--- src/design/tcs_pkg.sv ---
// ----------------------------------------------------------------------------
// tcs_pkg
// Shared types and constants of the text console scrollback engine.
// ----------------------------------------------------------------------------
`default_nettype none

package tcs_pkg;

    // Cell memory geometry
    localparam int ADDR_W     = 14;
    localparam int CELL_COUNT = 16384;
    localparam int DATA_W     = 16;
    localparam int MAX_CONS   = 4;
    localparam int COL_W      = 8;      // holds the widest screen row

    // Parameter defaults
    localparam int VIDEO_MEM_BYTES_DEF = 32768;
    localparam int NUM_CONSOLES_DEF    = 3;
    localparam int SCREEN_WIDTH_DEF    = 80;
    localparam int SCREEN_CELLS_DEF    = 2000;

    // Character codes
    localparam logic [7:0] CH_NEWLINE   = 8'd10;
    localparam logic [7:0] CH_BACKSPACE = 8'd8;
    localparam logic [7:0] CH_SPACE     = 8'd32;
    localparam logic [7:0] COLOR_RESET  = 8'd7;

    // Request codes
    localparam logic [2:0] REQ_PUT    = 3'd0;
    localparam logic [2:0] REQ_UP     = 3'd1;
    localparam logic [2:0] REQ_DOWN   = 3'd2;
    localparam logic [2:0] REQ_SELECT = 3'd3;
    localparam logic [2:0] REQ_READ   = 3'd4;

    typedef struct packed {
        logic [2:0]  req_type;
        logic [1:0]  console_sel;
        logic [7:0]  char_code;
        logic [13:0] cell_index;
    } t_in;

    typedef struct packed {
        logic [13:0] shown_cursor;
        logic [13:0] shown_start;
        logic [15:0] cell_data;
    } t_out;

    // One access to the cell memory
    typedef struct packed {
        logic              we;
        logic [ADDR_W-1:0] addr;
        logic [DATA_W-1:0] wdata;
    } t_mem_req;

    typedef enum logic [4:0] {
        ST_INIT,
        ST_IDLE,
        ST_DISPATCH,
        ST_DIV,
        ST_DIVW,
        ST_MUL,
        ST_PUT,
        ST_OVF,
        ST_CP_RD,
        ST_CP_WR,
        ST_ROW,
        ST_VIS,
        ST_SCROLL,
        ST_VIS_NEXT,
        ST_RD,
        ST_RD_WAIT,
        ST_FIN,
        ST_DONE
    } t_state;

endpackage

`default_nettype wire

--- src/design/tcs_div.sv ---
// ----------------------------------------------------------------------------
// tcs_div
// Divider by the screen width through a reciprocal multiply, with a registered quotient.
// ----------------------------------------------------------------------------
`default_nettype none

module tcs_div #(
    parameter int SCREEN_WIDTH = tcs_pkg::SCREEN_WIDTH_DEF
) (
    input  wire logic                      i_clk,
    input  wire logic                      i_rst_n,
    input  wire logic                      i_start,
    input  wire logic [tcs_pkg::ADDR_W-1:0] i_dividend,
    output logic                           o_done,
    output logic [tcs_pkg::ADDR_W-1:0]     o_quotient
);

    // Rounded-up reciprocal; the error stays under 1/SCREEN_WIDTH for every
    // 14-bit dividend as long as the width is 16 to 256
    localparam int SHIFT   = 22;
    localparam int RECIP_W = 19;
    localparam int PROD_W  = tcs_pkg::ADDR_W + RECIP_W;
    localparam int QUO_W   = PROD_W - SHIFT;
    localparam logic [RECIP_W-1:0] RECIP = RECIP_W'((1 << SHIFT) / SCREEN_WIDTH + 1);

    logic [PROD_W-1:0] prod;
    logic [QUO_W-1:0]  r_q;
    logic              r_done;

    // Multiply by the reciprocal
    assign prod = PROD_W'(i_dividend) * PROD_W'(RECIP);

    // Control: pulse done in the cycle after start
    always_ff @(posedge i_clk) begin
        if (!i_rst_n) begin
            r_done <= 1'b0;
        end else begin
            r_done <= i_start;
        end
    end

    // Datapath: keep the quotient bits of the product
    always_ff @(posedge i_clk) begin
        if (i_start) begin
            r_q <= prod[PROD_W-1:SHIFT];
        end
    end

    assign o_done     = r_done;
    assign o_quotient = tcs_pkg::ADDR_W'(r_q);

endmodule

`default_nettype wire

--- config.mk ---
export PLATFORM = sky130hd
export DESIGN_NAME = tcs_div
export DESIGN_NICKNAME = d
export VERILOG_FILES = /design/src/design/tcs_pkg.sv /design/src/design/tcs_div.sv
export SDC_FILE = /design/constraint.sdc
export NUM_CORES = 1
export LEC_CHECK = 0
export ABC_AREA = 1
export BUFFER_PORTS_ARGS = -buffer_cell sky130_fd_sc_hd__buf_2
export CORE_MARGIN = 3
export CORE_UTILIZATION = 50
export CTS_CLUSTER_DIAMETER = 120
export DETAILED_ROUTE_END_ITERATION = 16
export HOLD_SLACK_MARGIN = 0.05
export PLACE_DENSITY = 0.78
export SYNTH_ARGS = -nofsm -noshare
export SYNTH_HDL_FRONTEND = slang
export SYNTH_SLANG_ARGS = --single-unit
export TNS_END_PERCENT = 30
--- constraint.sdc ---
create_clock -name i_clk -period 5.7 [get_ports i_clk]
set_input_delay 0.57 -clock i_clk [delete_from_list [all_inputs] [get_ports i_clk]]
set_output_delay 0.57 -clock i_clk [all_outputs]
set_load 0.03 [all_outputs]
==> Word-level counts from Yosys, hierarchy flattened <==
Cells that the tools add are included.
{ "totals": {"ff_bits": 9} }
{ "op_classes": {"n_mul": 1} }
{ "op_table": {"columns": ["op", "count"], "rows": [
  ["$mul A14 B16 Y30 const B", 1]
]} }

==> Logic depth before layout (Yosys ltp) <==
Gate-level depths: netlist (run 1).
{ "logic_depth": {"depth_word": 1, "mapped_depth": 23, "ltp_nobuf": 23} }

==> Least setup slack after synthesis (run 1) <==
Ideal clock, no wire load.
{ "synth_timing": {"path_type": "in2reg", "start": "input port i_dividend[12] in the netlist's numbering", "end": "register r_q[0] (data pin)", "arrival_time_ns": 4.570, "required_time_ns": 5.448, "slack_ns": 0.878, "stages": 20, "path_buffers": 0, "path_cell_list": "inv_1 -> ha_1 -> inv_1 -> fa_1 -> fa_1 -> inv_1 -> fa_1 -> inv_1 -> fa_1 -> inv_1 -> fa_1 -> inv_1 -> ha_1 -> nand2_1 -> nor2_1 -> nand2_1 -> nor3_1 -> nand2_1 -> nand3_1 -> nand2_1"} }
{ "synth_via": {"elab_chain_cells": 1} }
{ "synth_rtl": {"columns": ["item", "line", "text"], "rows": [
  ["start, declared", "tcs_div.sv:13", "input wire logic [tcs_pkg::ADDR_W-1:0] i_dividend,"],
  ["$mul A14 B16 Y30", "tcs_div.sv:31", "assign prod = PROD_W'(i_dividend) * PROD_W'(RECIP);"],
  ["named net prod[22]", "tcs_div.sv:26", "logic [PROD_W-1:0] prod;"],
  ["end signal, assigned", "tcs_div.sv:45", "r_q <= prod[PROD_W-1:SHIFT];"],
  ["end, declared", "tcs_div.sv:27", "logic [QUO_W-1:0] r_q;"]
]} }
The timed path passes the listed nets, and every way through them passes these cells.
A chain may end at the register's enable or synchronous reset.

==> Final worst setup path (run 1) <==
{ "layout_timing": {"start": "input port i_dividend[6] in the netlist's numbering", "end": "register r_q[1] (data pin)"} }
Same word-level chain as after synthesis.

==> results.py, run 1 <==
metrics = {
    "global_routing": {
        "antenna_found_initial": 0,
        "grt_max_degree": 10,
        "grt_pass1_wl_um": 16700,
        "grtUsageTotal": 0.207,
        "grt_pass1_vias": 3783,
        "grt_remaining_overflow": 0,
    },
    "routing": {
        "drt_iter0_markers": 176,
        "routed_via_density": 4.93,
        "ant_nets": 0,
        "remaining_drc_errors": 0,
        "wire_per_inst_um": 12.9,
        "dr.pass1.iters": 5,
        "vias": 3491,
        "drt-total-wl_um": 9120,
    },
    "worst_hold_path": {
        "holdPathStages": 3,
        "min_path_type": "in2reg",
        "min_to": "o_done$_SDFF_PN0_",
        "min_from": "i_rst_n",
    },
    "cts": {
        "cts_max_level": 1,
        "cts_made_buffers": 3,
        "cts_setup_buffers": 0,
        "cts_tree": "yes",
        "root_buffer": "clkbuf_8",
        "ctsResizeCount": 0,
        "cts_hold_buf": 0,
        "cts_sinks": 9,
        "clk_pin_slew_ns": 0.04,
        "clockBufferDepth": 2,
    },
    "die": {
        "die_w_um": 98.6,
        "rows": 33,
        "initial_core_util": 0.519,
        "dieHeight_um": 98.6,
        "ioPinCount": 32,
        "core_area_mm2": 0.00826,
        "dieArea_mm2": 0.00971,
    },
    "placed_design": {
        "dpl.hpwl_um": 8390,
        "io_buffers": 25,
        "gp_congestion": 0.995,
    },
    "finish": {
        "fill_cells": 769,
        "antenna_cells": 0,
        "finalNetCount": 777,
        "syn2layout_area_growth_pct": 6.43,
        "drive_gt1_frac": 0.0531,
    },
    "timing": {
        "fmax_ghz": 0.200,
        "period_share": 0.875,
        "slew_violations": 0,
        "finalSetupViolCount": 0,
        "min_period_ns": 4.99,
        "tns_ns": 0,
        "finalHoldViolCount": 0,
        "rsz0062_at_grt": "no",
    },
    "logic_synthesis": {
        "synth-edff-count": 8,
        "ys_types": 21,
        "synthTopCellsByCount": "nand2_1, inv_1, ha_1",
        "netlist_area_mm2": 0.00428,
        "synth_top_area_cell": "ha_1",
        "synth.avg_cell_area_um2": 7.45,
        "yosysSeqAreaShare": 0.0608,
        "ys_warn_count": 0,
        "yosysTopAreaCellShare": 0.298,
        "async_flop_share": 0,
        "ys_ff_latch": 9,
        "synth_cells": 575,
        "synthMostInstantiatedCell": "nand2_1",
        "synthFlopType": "edfxtp_1",
        "synthTopCellsByArea": "ha_1, fa_1, nand2_1",
    },
    "worst_setup_path": {
        "startpoint": "i_dividend[6]",
        "end_kind": "flop",
        "crit_type": "in2reg",
        "slowest_delay_ns": 0.59,
        "critical_path.top_delay_family": "adder cells",
        "path_cells": "buf_2 -> inv_1 -> ha_1 -> fa_1 -> inv_1 -> fa_1 -> inv_1 -> fa_1 -> inv_1 -> fa_1 -> fa_1 -> ha_1 -> nand2_1 -> inv_1 -> nand2_1 -> nand2_1 -> nand2_1 -> o21ai_0 -> nor2_1 -> nand2_1 -> nand2_1 -> nand2_1",
        "worst_path_max_delay_cell": "fa_1",
        "worstPathArrival_ns": 4.98,
        "cp_common_cell": "nand2_1",
        "path_buf_inv": 6,
        "cp_max_fo": 4,
        "cp.required_ns": 5.69,
        "cp-start-kind": "input port",
    },
    "run": {
        "drv_cap": 0,
    },
    "status": {
        "status": "complete, no violations",
    },
}
per-layer routing:
metal / routed length, um / global-route usage
met1: 4110 / 0.282
met2: 4370 / 0.360
met3: 489 / 0.0212
met4: 138 / 0.0420
met5: 0 / 0
cell families (layout without fill, tap and decap cells):
kind of cell,Yosys count,count (layout),synth area share
other cells,1,6,0.000876
flops,9,9,0.0608
simple gates,226,226,0.212
compound gates,18,18,0.0228
buf+inv,162,185,0.147
xor+xnor,3,3,0.00614
fa+ha+maj,156,156,0.550
state kept, by name (all words and copies together), names as in the netlist:
| register | count |
|---|---|
| o_done | 1 |
| r_q | 8 |
final cells by class:
class	count	area [um2]	area share
clock buffer	4	45.0	0.00988
inverter	156	586	0.128
multi-input combinational	409	3410	0.748
sequential	9	260	0.0571
tap	105	131	0.0288
timing repair buffer	25	125	0.0274
through the flow:
stage	cell area [um2]	hold WS, ns	utilization	cells	worst slack [ns]
2_1_floorplan	4300	0.663	-	580	0.878
3_3_place_gp	4510	0.756	0.547	704	0.543
3_5_place_dp	4510	0.759	0.547	704	0.483
4_1_cts	4560	0.520	0.552	708	0.732
5_1_grt	4560	0.524	0.552	708	0.412
6_report	4560	0.524	0.552	708	0.711
placed cells by master, fill, tap and decap left out, drive strengths merged:
cell type	n
ha	102
edfxtp	8
conb	6
nor2	38
o21ai	2
or2	1
o21bai	3
inv	156
nand2	157
xor2	1
nand3	19
nor3	4
nand4	7
a21oi	13
clkbuf	4
fa	54
xnor2	2
buf	25
dfxtp	1
tightest hold or removal path, stage by stage:
cell and delay, ns:
buf_2 0.08, nand2_1 0.04, inv_1 0.04
worst max-delay path by stage:
stage                  endpoint  slack, ns  cells past startpoint
2_1_floorplan  r_q[0]$_DFFE_PP_       0.88                     20
3_3_place_gp   r_q[2]$_DFFE_PP_       0.54                     21
4_1_cts        r_q[0]$_DFFE_PP_       0.73                     22
6_report       r_q[1]$_DFFE_PP_       0.71                     22
5_1_grt        r_q[0]$_DFFE_PP_       0.41                     21
3_5_place_dp   r_q[0]$_DFFE_PP_       0.48                     22
Power of run 1 is not shown: default switching activity piles up to over one toggle a cycle in this logic, so the estimate is an artifact.
==> run 2: changes to the inputs <==
--- a/config.mk
+++ b/config.mk
@@ -7,7 +7,7 @@
 export LEC_CHECK = 0
 export ABC_AREA = 1
 export BUFFER_PORTS_ARGS = -buffer_cell sky130_fd_sc_hd__buf_2
-export CORE_MARGIN = 3
+export CORE_MARGIN = 2
 export CORE_UTILIZATION = 50
 export CTS_CLUSTER_DIAMETER = 120
 export DETAILED_ROUTE_END_ITERATION = 16
==> run 2 against run 1 <==
  * Cell count unchanged
  * Sequential cell count unchanged
  * Utilization unchanged
  * Largest cell class unchanged
  * Critical endpoint is now r_q[2]$_DFFE_PP_
  * Count of clock-buffer cells in the layout did not move
  * Critical path depth down 1
  * Hold slack improved by 0.0023 ns
  * Routed wire length is 2.1% higher
  * Maximum frequency fell by 1.5%
  * Design area unchanged
  * First-iteration DRC count is 22% lower
  * Setup slack got worse by 0.078 ns
  * Global-route usage increased by 2.2 points
==> results.py, run 2 (synthesis gave the netlist of run 1 again) <==
metrics = {
    "timing": {
        "min_period_ns": 5.07,
        "period_share": 0.889,
        "tns_ns": 0,
        "finalHoldViolCount": 0,
        "fmax_ghz": 0.197,
        "slew_violations": 0,
        "finalSetupViolCount": 0,
        "rsz0062_at_grt": "no",
    },
    "finish": {
        "utilization": 0.552,
        "top_register": "r_q",
        "largest_register_ffs": 8,
        "drive_gt1_frac": 0.0531,
        "final_common_cell": "nand2_1",
        "fill_cells": 793,
        "final_cell_mix": "nand2_1, inv_1, ha_1",
        "syn2layout_area_growth_pct": 6.43,
        "finalNetCount": 777,
        "antenna_cells": 0,
    },
    "cts": {
        "cts_tree": "yes",
        "ctsResizeCount": 0,
        "root_buffer": "clkbuf_8",
        "cts_sinks": 9,
        "clk_pin_slew_ns": 0.05,
        "cts_made_buffers": 3,
        "cts_setup_buffers": 0,
        "cts_max_level": 1,
        "clockBufferDepth": 2,
        "cts_hold_buf": 0,
    },
    "routing": {
        "dr.pass1.iters": 4,
        "wire_per_inst_um": 13.1,
        "ant_nets": 0,
        "drt_iter0_markers": 137,
        "routed_via_density": 4.94,
        "drt-total-wl_um": 9310,
        "remaining_drc_errors": 0,
        "vias": 3495,
    },
    "die": {
        "die_w_um": 96.6,
        "core_area_mm2": 0.00826,
        "dieHeight_um": 96.6,
        "dieArea_mm2": 0.00932,
        "initial_core_util": 0.519,
        "ioPinCount": 32,
        "rows": 33,
    },
    "worst_setup_path": {
        "worst_path_max_delay_cell": "fa_1",
        "cp_common_cell": "inv_1",
        "cp.required_ns": 5.69,
        "end_kind": "flop",
        "worstPathArrival_ns": 5.06,
        "critical_path.top_delay_family": "adder cells",
        "path_cells": "buf_2 -> inv_1 -> ha_1 -> inv_1 -> fa_1 -> fa_1 -> inv_1 -> fa_1 -> inv_1 -> fa_1 -> inv_1 -> fa_1 -> inv_1 -> ha_1 -> nand2_1 -> nor2_1 -> nand2_1 -> nor2_1 -> o21ai_1 -> nand4_1 -> nand2_1",
        "cp_max_fo": 4,
        "cp-start-kind": "input port",
        "crit_type": "in2reg",
        "path_buf_inv": 7,
        "slowest_delay_ns": 0.58,
    },
    "global_routing": {
        "grt_max_degree": 10,
        "grtUsageTotal": 0.229,
        "grt_pass1_vias": 3693,
        "antenna_found_initial": 0,
        "grt_remaining_overflow": 0,
        "grt_pass1_wl_um": 16500,
    },
    "placed_design": {
        "io_buffers": 25,
        "dpl.hpwl_um": 8520,
        "gp_congestion": 0.983,
    },
    "status": {
        "status": "complete, no violations",
    },
    "run": {
        "drv_cap": 0,
    },
    "worst_hold_path": {
        "min_path_type": "in2reg",
    },
}
-- run 2: path summary, 6_finish.rpt --
check  cells after the start  slack [ns]            from           endpoint
min                        3        0.53         i_rst_n  o_done$_SDFF_PN0_
max                       21        0.63  i_dividend[12]   r_q[2]$_DFFE_PP_
-- run 2: per-layer routing --
layer | GRT usage | share of wire | vias up | wire length [um]
met1 | 0.297 | 0.44 | 1599 | 4120
met5 | 0 | 0 | - | 0
met2 | 0.416 | 0.49 | 102 | 4530
met3 | 0.0303 | 0.061 | 10 | 566
met4 | 0.0340 | 0.0092 | 0 | 86
li1 | - | - | 1784 | -
-- run 2: stage by stage --
step | cells | cell area (um2) | setup slack, ns | hold WS, ns
2_1_floorplan | 580 | 4300 | 0.878 | 0.663
3_3_place_gp | 704 | 4510 | 0.537 | 0.753
3_5_place_dp | 704 | 4510 | 0.427 | 0.767
4_1_cts | 708 | 4560 | 0.660 | 0.526
5_1_grt | 708 | 4560 | 0.302 | 0.544
6_report | 708 | 4560 | 0.633 | 0.526
-- run 2: cell type report --
cell class	instances	area [um2]	area share
Clock buffer	4	45.0	0.00988
Inverter	156	586	0.128
Multi-Input combinational cell	409	3410	0.748
Sequential cell	9	260	0.0571
Tap cell	105	131	0.0288
Timing Repair Buffer	25	125	0.0274
-- run 2: tightest hold or removal path, delay by kind of cell --
| kind | cells | cell delay (ns) |
|---|---|---|
| buffers and inverters | 2 | 0.12 |
| and+or+nand+nor | 1 | 0.04 |
Power of run 2 is left out for the same reason.
